## config.mk

```make
export PLATFORM = sky130hd
export DESIGN_NAME = alo_ram
export DESIGN_NICKNAME = d
export VERILOG_FILES = /design/src/hdl/audio_looper_overdub_assert.svh /design/src/hdl/alo_ram.sv
export SDC_FILE = /design/constraint.sdc
export NUM_CORES = 1
export LEC_CHECK = 0
export BUFFER_PORTS_ARGS = -buffer_cell sky130_fd_sc_hd__buf_4
export CORE_ASPECT_RATIO = 0.7
export CORE_MARGIN = 2
export CORE_UTILIZATION = 40
export CTS_CLUSTER_SIZE = 28
export DETAILED_ROUTE_END_ITERATION = 10
export HOLD_SLACK_MARGIN = 0.12
export PLACE_DENSITY = 0.63
export SYNTH_ARGS = -nofsm -noshare
export SYNTH_HDL_FRONTEND = slang
export SYNTH_SLANG_ARGS = --single-unit
```

## constraint.sdc

```tcl
create_clock -name clock -period 4.4 [get_ports clock]
set_clock_uncertainty 0.15 [all_clocks]
set_input_delay 0.22 -clock clock [delete_from_list [all_inputs] [get_ports clock]]
set_output_delay 0.22 -clock clock [all_outputs]
set_load 0.01 [all_outputs]
```

## src/hdl/audio_looper_overdub_assert.svh

```systemverilog
// assertion macros used by the looper rtl
`ifndef AUDIO_LOOPER_OVERDUB_ASSERT_SVH
`define AUDIO_LOOPER_OVERDUB_ASSERT_SVH

// condition implies a consequence in the same cycle
`define ALO_ASSERT_SAME(label, clk, rst, cond, cons) \
   label: assert property (@(posedge clk) disable iff (rst) (cond) |-> (cons)) \
      else $error("looper check failed in the same cycle");

// condition implies a consequence in the next cycle
`define ALO_ASSERT_NEXT(label, clk, rst, cond, cons) \
   label: assert property (@(posedge clk) disable iff (rst) (cond) |=> (cons)) \
      else $error("looper check failed one cycle later");

`endif

```

## src/hdl/alo_ram.sv

```systemverilog
module alo_ram #(
   parameter int WIDTH = 16,
   parameter int DEPTH = 16
) (
   input  logic                     clock,
   input  logic                     we,
   input  logic [$clog2(DEPTH)-1:0] waddr,
   input  logic [WIDTH-1:0]         wdata,
   input  logic [$clog2(DEPTH)-1:0] raddr,
   output logic [WIDTH-1:0]         rdata
);

   logic [WIDTH-1:0] mem [DEPTH];
   logic [WIDTH-1:0] rdata_ff;

   // one write port, one registered read port, old data on collision
   always_ff @(posedge clock) begin
      if (we) begin
         mem[waddr] <= wdata;
      end
      rdata_ff <= mem[raddr];
   end

   assign rdata = rdata_ff;

endmodule

```

== Yosys cells after proc, flatten, opt, wreduce, memory -nomap -nowiden ==
Memory sizes are Yosys's and may differ from the RTL's. A register that Yosys moved wholly into a read port is not among the register bits.
Cells that the tools add are included.

* Register bits after elaboration: 0
* Latch bits: 0
* RAM bits: 256
* ROM bits: 0
* Input bits: 26
* Output and inout bits: 16
* Memories: 1

* Add/sub/neg operators: 0
* $mul: 0
* Div/mod/pow operators: 0
* $lt $le $gt $ge: 0
* Eq/ne operators: 0
* Shifts and indexed selects: 0
* Mux-type cells: 2
* Bitwise gates (word level): 0
* Reduce and logical (&&, ||, !) cells: 0

{| class="wikitable"
|+ Memories
! name !! words !! width !! rd ports !! clocked after Yosys merged registers in !! write ports !! line !! text
|-
| mem || 16 || 16 || 1 || 1 || 1 || alo_ram.sv:13 || <nowiki>logic [WIDTH-1:0] mem [DEPTH];</nowiki>
|}

{| class="wikitable"
|+ Operator list
! kind !! count
|-
| two-way mux 1 bit || 2
|}

== Depth between registers and ports, before layout ==
Gate-level depths: netlist of run 1.

* Depth after elaboration: 2
* Mapped depth: 5

== Worst setup path after synthesis of run 1 ==
Ideal clock, no wire load.

* Path type: input to register
* Start point: input port waddr[2]
* End point: memory mem[0][0] (enable)
* Library setup time: 0.409 ns
* Data arrival time: 1.866 ns
* Slack: 1.975 ns
* Stages: 2
* Buffers on the path: 0
* Path through: or3b_2 nor3_1

{| class="wikitable"
|+ RTL lines
! what !! line !! text
|-
| start: declaration || alo_ram.sv:7 || <nowiki>input logic [$clog2(DEPTH)-1:0] waddr,</nowiki>
|-
| end: declaration || alo_ram.sv:13 ||
|}

No word-level cell before the write port.

== Final worst setup path of run 1 ==
* Start point: input port waddr[2]
* End point: memory mem[13][11] (enable)

No word-level cell before the write port.

==> qor.yml, run 1 <==
clocking:
  clk_pin_slew_ns: 0.07
  cts_buffers: 25
  tritoncts: "done"
  insertion_delay_ns: 0.53
  post_cts_resized: 0
  root_buffer: "clkbuf_16"
  ctsHtreeMaxLevel: 1
  post-cts-setup-buffer-count: 0
  holdBufCountCts: 24
  cts_sinks: 272
  clockBufferDepth: 3
timing:
  timing.hold.ws_ns: 0.197
  hold_viol: 0
  final-max-slew-violation-count: 0
  tightest_slew_ns: 1.09
  fmax_mhz: 442
  post-route-period-util: 0.514
  relSlewSlack: 0.270
  grt_setup_unrepaired: "false"
  setup-tns-final_ns: 0
  setup_viol: 0
  final_period_minus_worst_setup_slack_ns: 2.26
floorplanning:
  rows: 48
  die_w_um: 193
  start_util: 0.407
  core_area_sq_mm: 0.0247
  die_h_um: 137
  dieArea_sq_mm: 0.0264
  io_pins: 42
detailed_routing:
  first_pass_iters: 5
  antenna_left: 0
  drt_iter0_drc: 446
  routed_via_density: 5.50
  route.detailed.drc: 0
  wirelength_um: 21700
  vias: 4769
  wl_per_cell_um: 25.0
final_layout:
  fin_nets: 550
  multi_input_area_sq_mm: 0.00196
  seq_area_sq_mm: 0.00801
  stdcell_area_sq_mm: 0.0119
  fill_cells: 1950
  antenna_cells: 0
  syn2layout_area_growth_pct: 18.5
  final_cell_mix: "edfxtp_1 (256), buf_4 (62), mux4_2 (54)"
  drive_above_1_share: 0.315
  final_common_cell: "edfxtp_1"
critical_path:
  crit_path_top_delay_cell: "dlygate4sd3_1"
  path_buf_inv: 4
  worstPathMaxFanout: 12
  rrSetupSlack_ns: 2.94
  cp_num_cells: 6
  rr_worst_depth: 3
  worstPathCellList: "dlygate4sd3_1 -> buf_4 -> nand3_1 -> dlygate4sd3_1 -> nor2_2 -> buf_4"
  r2r-end: "rdata[5]"
  cp_top_family: "buffers and inverters"
  endpoint: "mem[13][11]"
  cp-end-kind: "flop"
  startpoint: "waddr[2]"
  critical_path.max_stage_delay_ns: 0.59
  crit_type: "input port to flop"
  worstPathRequired_ns: 4.45
  start_kind: "input port"
  r2r-start: "mem[10][5]"
  cp.arrival_ns: 2.31
synthesis:
  ys_ff_latch: 272
  ys_warn_count: 0
  synthesis.nets: 458
  avgSynthCellArea_sq_um: 23.2
  synth_cell_types: 19
  yosysSeqAreaShare: 0.797
  synth_area_sq_mm: 0.0100
  syn_inst: 432
placed_design:
  port_buffers: 41
  gp_congestion: 0.686
  dpl.hpwl_um: 11600
  place_area_sq_mm: 0.0108
run:
  cap_viol_max_count: 0
power_and_ir_drop:
  power.density_mw_per_mm2: 450
  p_leak_nw: 3.88
  peakVddDrop_uv: 360
grt:
  grt_pass1_vias: 5081
  use_met1: 0.248
  met3_usage: 0.0274
  antenna_found_initial: 0
  gr-max-usage-layer: "met2"
  met2_usage: 0.263
  grt_max_degree: 65
  grt_usage: 0.168
  grt_pass1_wl_um: 32500
  gr-total-overflow: 0
worst_hold_path:
  holdCritPathClass: "input port to flop"
run_status:
  status: "completed"
## final cells by class
class,instances,area share
Timing Repair Buffer,86,0.0593
Clock inverter,10,0.00957
Multi-Input combinational cell,139,0.165
Sequential cell,272,0.673
Tap cell,325,0.0342
Clock buffer,35,0.0591
## per-stage QoR
stage / instances / util / setup slack (ns) / power (mW)
after floorplan: 432 / - / 1.97 / 3.11
after global placement: 798 / 0.439 / 1.97 / 3.24
after detailed placement: 798 / 0.439 / 1.95 / 3.25
after CTS: 867 / 0.482 / 2.16 / 5.41
after global routing: 867 / 0.482 / 2.07 / 5.53
final: 867 / 0.482 / 2.14 / 5.36
## cell usage after synthesis
cell type	count	area (sq um)
buf_6	4	45.0
mux4_2	54	1220
nand3_1	1	5.00
or3b_2	1	8.76
nor2_1	13	48.8
buf_1	3	11.3
nand2_1	17	63.8
clkbuf_1	8	30.0
dfxtp_1	16	320
edfxtp_1	256	7690
nand2b_1	2	12.5
mux4_1	10	263
and2_1	1	6.26
nor3_1	4	20.0
nor2b_1	2	12.5
buf_2	3	15.0
a22oi_1	32	240
nand3b_1	2	15.0
buf_4	3	22.5
## state kept, by name (all words and copies together) (netlist names)
register / flops
mem: 256
rdata: 16
## power breakdown
part           total (mW)  leakage, nW  switching, mW  internal, mW
combinational       0.289         1.03          0.155         0.133
sequential           2.91         2.45         0.0184          2.89
clock                2.15        0.405          0.918          1.24
total                5.36         3.88           1.09          4.26
## worst min path at each step
| stage | slack (ns) | startpoint | endpoint | cells past startpoint |
|---|---|---|---|---|
| 2_1_floorplan | 0.17 | wdata[0] | mem[0][0] | 0 |
| 3_3_place_gp | 0.36 | wdata[7] | mem[0][7] | 1 |
| 6_report | 0.20 | raddr[3] | rdata[1] | 5 |
| 5_1_grt | 0.21 | raddr[3] | rdata[1] | 5 |
| 3_5_place_dp | 0.37 | wdata[11] | mem[15][11] | 1 |
| 4_1_cts | 0.18 | raddr[3] | rdata[1] | 5 |
## cell families (layout without fill, tap and decap cells)
kind of cell           count (synthesis)  count (layout)  synth area share
muxes                                 64              64             0.147
and+or+nand+nor                       43              43            0.0192
DFF                                  272             272             0.797
buffers and inverters                 21             131            0.0123
AOI/OAI and AO/OA                     32              32            0.0239
## routing by layer
layer / wire length [um] / vias up
met2: 9990 / 174
met3: 1370 / 33
li1: - / 2026
met1: 9890 / 2536
met4: 440 / 0
met5: 0 / -
## worst register-to-register path, cell delays in order (launching register included)
cell and delay, ns:
edfxtp_1 0.36, mux4_2 0.48, a22oi_1 0.21, nand2_1 0.13
Note: power is estimated with default switching activity, not from simulation.
==> inputs of run 2 (changes only) <==
- PLACE_DENSITY: 0.63 -> 0.65
- clock period: 4.4 -> 2 ns (I/O delays scaled with it)
==> run 2 against run 1 <==
Net effect:
- count of clock-buffer cells in the layout grew 2
- register-to-register slack lost 2.4 ns
- critical endpoint is now mem[0][15]
- critical path type unchanged
- largest cell class unchanged
- cell count grew 1.8%
- setup slack lost 1.9 ns
- utilization grew 0.46 points
- sequential share of layout area shrank 0.63 points
- clock power grew 110%
- highest routed layer unchanged
- non-clock buffer count grew 15
==> qor.yml, run 2 (synthesis gave the netlist of run 1 again) <==
critical_path:
  start_kind: "input port"
  crit_type: "input port to flop"
  cp-end-kind: "flop"
  worstPathMaxFanout: 9  # -3
  cp.arrival_ns: 1.79  # -0.52 ns
  worstPathRequired_ns: 2.06  # -2.39 ns
floorplanning:
  rows: 48  # unchanged
  core_area_sq_mm: 0.0247  # unchanged
  die_w_um: 193  # unchanged
  die_h_um: 137  # unchanged
  io_pins: 42  # unchanged
  dieArea_sq_mm: 0.0264  # unchanged
  start_util: 0.407  # unchanged
final_layout:
  largest_reg_flops: 256  # unchanged
  fin_nets: 565  # +2.7%
  fin_util: 0.487  # +0.00456
  final_cell_mix: "edfxtp_1 (256), buf_4 (73), mux4_2 (55)"
  drive_above_1_share: 0.330  # +0.0148
  max_flop_register: "mem"
  final_common_cell: "edfxtp_1"
  fin_cells: 883  # +1.8%
  syn2layout_area_growth_pct: 19.6
detailed_routing:
  wirelength_um: 21500  # -0.78%
  route.detailed.drc: 0  # unchanged
  routed_via_density: 5.44  # -1.1%
  antenna_left: 0  # unchanged
  vias: 4805  # +0.75%
  wl_per_cell_um: 24.4  # -2.6%
  drt_iter0_drc: 440  # -1.3%
  first_pass_iters: 5  # unchanged
power_and_ir_drop:
  peakVddDrop_uv: 834  # +130%
  share_comb_of_total_power: 0.058  # +0.004
  power.density_mw_per_mm2: 958  # +110%
  power.total_mw: 11.5  # +110%
  p_leak_nw: 3.95  # +1.6%
  swShare: 0.201  # -0.00261
  power.switching_mw: 2.32  # +110%
  seq_power_share: 0.557  # +0.013
  p_int_mw: 9.20  # +120%
  clockPowerShare: 0.386  # -0.016
grt:
  grt_pass1_vias: 5070  # -0.22%
  grt_pass1_wl_um: 32200  # -1.2%
  gr-total-overflow: 0  # unchanged
  antenna_found_initial: 1  # +1
  grt_usage: 0.165  # -0.00260
  grt_max_degree: 39  # -40%
run_status:
  status: "completed"
placed_design:
  dpl.cell_count: 814  # +2.0%
  gp_congestion: 0.779  # +14%
  port_buffers: 41  # unchanged
  dpl.hpwl_um: 12600  # +8.3%
timing:
  hold_viol: 0  # unchanged
  relSlewSlack: 0.291  # +0.0206
  tightest_slew_ns: 1.06  # -0.0309 ns
  setup-tns-final_ns: 0  # unchanged
  grt_setup_unrepaired: "false"
  fmax_mhz: 579
  post-route-period-util: 0.864
  final-max-slew-violation-count: 0  # unchanged
  final_period_minus_worst_setup_slack_ns: 1.73
  setup_viol: 0  # unchanged
clocking:
  clockBufferDepth: 3  # unchanged
  insertion_delay_ns: 0.51  # -0.02 ns
  ctsHtreeMaxLevel: 1  # unchanged
  cts_buffers: 25  # unchanged
  clk_pin_slew_ns: 0.06  # about the same
  tritoncts: "done"
  root_buffer: "clkbuf_16"
  post-cts-setup-buffer-count: 0  # unchanged
  cts_sinks: 272  # unchanged
worst_hold_path:
  holdCritPathClass: "input port to flop"
run:
  cap_viol_max_count: 0  # unchanged
-- run 2: cell types whose count changed in the layout (fill, tap and decap cells not counted), moves of 2 or more --
cell,delta
buf_12,+5
clkbuf_1,+4
buf_4,+11
clkbuf_8,-2
-- run 2: layout make-up --
type | count | area, sq um
fill | 1954 | 12700
clock inverter | 8 | 62.6
sequential | 272 | 8010
multi-input combinational | 139 | 1960
antenna | 1 | 2.50
clock buffer | 37 | 691
timing repair buffer | 101 | 878
tap | 325 | 407
-- run 2: timing repair --
| action | in CTS | in global routing |
|---|---|---|
| setup endpoints to repair | 0 | 1 |
| hold buffers | 24 | 0 |
| endpoints found under the hold margin | 342 | 0 |
| resized for setup | 0 | 2 |
-- run 2: routing by layer --
| metal | wire, um | part of all wire | GRT usage |
|---|---|---|---|
| met1 | 9880 | 0.46 | 0.243 |
| met2 | 10100 | 0.47 | 0.260 |
| met3 | 1210 | 0.056 | 0.0320 |
| met4 | 372 | 0.017 | 0.0369 |
| met5 | 0 | 0 | 0 |
-- run 2: critical path, cell delays in order --
cell           delay [ns]
dlygate4sd3_1        0.54
buf_4                0.17
nor3_2               0.16
dlygate4sd3_1        0.59
buf_4                0.21
-- run 2: metrics by stage --
| stage | hold WS [ns] | area [sq um] | setup WS (ns) |
|---|---|---|---|
| finish | 0.143 | 12000 | 0.271 |
| detailed placement | 0.259 | 11000 | 0.288 |
| global route | 0.154 | 12000 | 0.240 |
| global placement | 0.240 | 11000 | 0.299 |
| floorplan | 0.0489 | 10100 | 0.0728 |
| CTS | 0.132 | 12000 | 0.0531 |
-- run 2: worst paths after layout --
| check | startpoint | to | slack (ns) | cells after the start |
|---|---|---|---|---|
| setup / recovery | waddr[1] | mem[0][15] | 0.27 | 5 |
| hold / removal | raddr[1] | rdata[0] | 0.14 | 5 |
| setup reg to reg | mem[9][4] | rdata[4] | 0.53 | 3 |
| hold reg to reg | mem[12][13] | rdata[13] | 0.51 | 3 |
-- run 2: power groups by stage --
stage / Clock (mW) / Combinational [mW] / Sequential (mW)
floorplan: 0 / 0.311 / 6.54
global placement: 0 / 0.621 / 6.52
detailed placement: 0 / 0.638 / 6.53
CTS: 4.53 / 0.676 / 6.41
global route: 4.78 / 0.718 / 6.41
finish: 4.44 / 0.667 / 6.41
==> inputs of run 3 (changes only) <==
- PLACE_DENSITY: 0.65 -> 0.63
- clock period: 2 -> 1.6 ns (I/O delays scaled with it)
==> run 3 against run 2 <==
Net effect:
- count of clock-buffer cells in the layout fell by 1
- largest power group unchanged
- wire length fell by 4.9%
- critical path type unchanged
- critical endpoint is now mem[11][0]
- critical path depth did not move
- setup slack got worse by 0.20 ns
==> qor.yml, run 3 (synthesis gave the netlist of run 1 again) <==
detailed_routing:
  routed_via_density: 5.37  # -1.3%
  wirelength_um: 20400  # -4.9%
  antenna_left: 0  # unchanged
  drt_iter0_drc: 387  # -12%
  wl_per_cell_um: 23.3  # -4.5%
  vias: 4723  # -1.7%
  first_pass_iters: 4  # -1
  route.detailed.drc: 0  # unchanged
floorplanning:
  die_w_um: 193  # unchanged
  rows: 48  # unchanged
  io_pins: 42  # unchanged
  dieArea_sq_mm: 0.0264  # unchanged
  core_area_sq_mm: 0.0247  # unchanged
  die_h_um: 137  # unchanged
  start_util: 0.407  # unchanged
clocking:
  root_buffer: "clkbuf_16"
  cts_buffers: 24  # -4.0%
  insertion_delay_ns: 0.51  # about the same
  post-cts-setup-buffer-count: 0  # unchanged
  clockBufferDepth: 3  # unchanged
  tritoncts: "done"
  cts_sinks: 272  # unchanged
  clk_pin_slew_ns: 0.07  # about the same
  ctsHtreeMaxLevel: 1  # unchanged
timing:
  post-route-period-util: 0.954
  hold_viol: 0  # unchanged
  timing.hold.ws_ns: 0.161  # +0.0182 ns
  fmax_mhz: 655
  tightest_slew_ns: 0.301  # -0.763 ns
  setup_slack_ns: 0.0731  # -0.198 ns
  final-max-slew-violation-count: 0  # unchanged
  setup_viol: 0  # unchanged
  relSlewSlack: 0.799  # +0.508
  grt_setup_unrepaired: "false"
  final_period_minus_worst_setup_slack_ns: 1.53
critical_path:
  start_kind: "input port"
  r2r-start: "mem[1][7]"
  worstPathMaxFanout: 9  # unchanged
  cp-end-kind: "flop"
  worstPathRequired_ns: 1.64  # -0.42 ns
  critical_path.max_stage_delay_ns: 0.53  # -0.06 ns
  startpoint: "waddr[2]"
  endpoint: "mem[11][0]"
  rr_worst_depth: 3  # unchanged
  r2r-end: "rdata[7]"
  rrSetupSlack_ns: 0.09  # -0.44 ns
  crit_type: "input port to flop"
  cp_common_cell: "buf_4"
  cp.arrival_ns: 1.57  # -0.22 ns
  crit_path_top_delay_cell: "dlygate4sd3_1"
  worstPathCellList: "dlygate4sd3_1 -> buf_4 -> nand3b_1 -> nor2_2 -> buf_4"
power_and_ir_drop:
  power.total_mw: 14.1  # +22%
  power.density_mw_per_mm2: 1160  # +21%
  p_leak_nw: 3.95  # +0.22%
  peakVddDrop_uv: 920  # +10%
run:
  cap_viol_max_count: 0  # unchanged
grt:
  gr-total-overflow: 0  # unchanged
  antenna_found_initial: 0  # -1
  grt_pass1_wl_um: 31000  # -3.7%
  grt_max_degree: 34  # -13%
  grt_pass1_vias: 4984  # -1.7%
  grt_usage: 0.159  # -0.00614
final_layout:
  final_common_cell: "edfxtp_1"
  stdcell_area_sq_mm: 0.0121  # +0.91%
  drive_above_1_share: 0.321  # -0.00904
  fin_nets: 564  # -0.18%
  largest_reg_flops: 256  # unchanged
  max_flop_register: "mem"
  syn2layout_area_growth_pct: 20.7
  antenna_cells: 0  # -1
  final_cell_mix: "edfxtp_1 (256), buf_4 (61), mux4_2 (54)"
  fin_util: 0.491  # +0.00441
placed_design:
  preCtsSetupSlack_ns: -0.102  # -0.389 ns
  port_buffers: 41  # unchanged
  gp_congestion: 0.766  # -1.7%
  place_area_sq_mm: 0.0112  # +1.5%
  dpl.hpwl_um: 11900  # -5.6%
run_status:
  status: "completed"
worst_hold_path:
  holdPathStages: 4  # -1
  holdCritPathClass: "input port to flop"
==> run 3: cell types whose count changed in the layout (fill, tap and decap cells not counted), sizes merged <==
cell	before	now
diode	1	0
clkinv	7	5
clkbuf	37	36
clkinvlp	0	1
bufinv	1	0
==> run 3: how the worst min path moves through the flow <==
stage	start	to	slack [ns]
after global routing	we	mem[12][8]	0.18
after CTS	waddr[2]	mem[0][6]	0.08
after detailed placement	wdata[9]	mem[6][9]	0.23
after global placement	wdata[9]	mem[4][9]	0.22
after floorplan	wdata[0]	mem[0][0]	0.03
final	we	mem[15][8]	0.16
==> run 3: what timing repair did <==
action                     in CTS  in global routing
hold buffers                   22                  1
hold endpoints to repair      380                 64
setup endpoints to repair       0                 41
resized for setup               0                  2
==> run 3: metrics by stage <==
stage | setup TNS [ns] | std cells
floorplan | -12.72 | 432
global placement | -0.417 | 814
detailed placement | -0.463 | 814
CTS | 0 | 878
global route | 0 | 879
finish | 0 | 879
==> run 3: cell type report <==
type                    instances  area [sq um]
clock buffers                  36           667
clock inverters                 6          28.8
fillers                      1955         12600
multi-input cells             139          1980
flip-flops and latches        272          8010
well taps                     325           407
repair buffers                101          1030
==> run 3: power by group <==
group | internal (mW) | total [mW] | switching, mW
clock network | 2.87 | 5.19 | 2.32
registers | 7.96 | 8.01 | 0.0472
logic | 0.421 | 0.860 | 0.439
total | 11.3 | 14.1 | 2.81
==> run 3: worst max-delay path: cells and delay by family <==
| kind | cells | cell delay, ns |
|---|---|---|
| buf+inv | 3 | 0.95 |
| simple gates | 2 | 0.53 |
==> run 3: routing by layer <==
| layer | part of all wire | vias up | track usage |
|---|---|---|---|
| li1 | - | 2050 | - |
| met1 | 0.45 | 2509 | 0.225 |
| met2 | 0.48 | 137 | 0.266 |
| met3 | 0.051 | 27 | 0.0227 |
| met4 | 0.016 | 0 | 0.0365 |
| met5 | 0 | - | 0 |
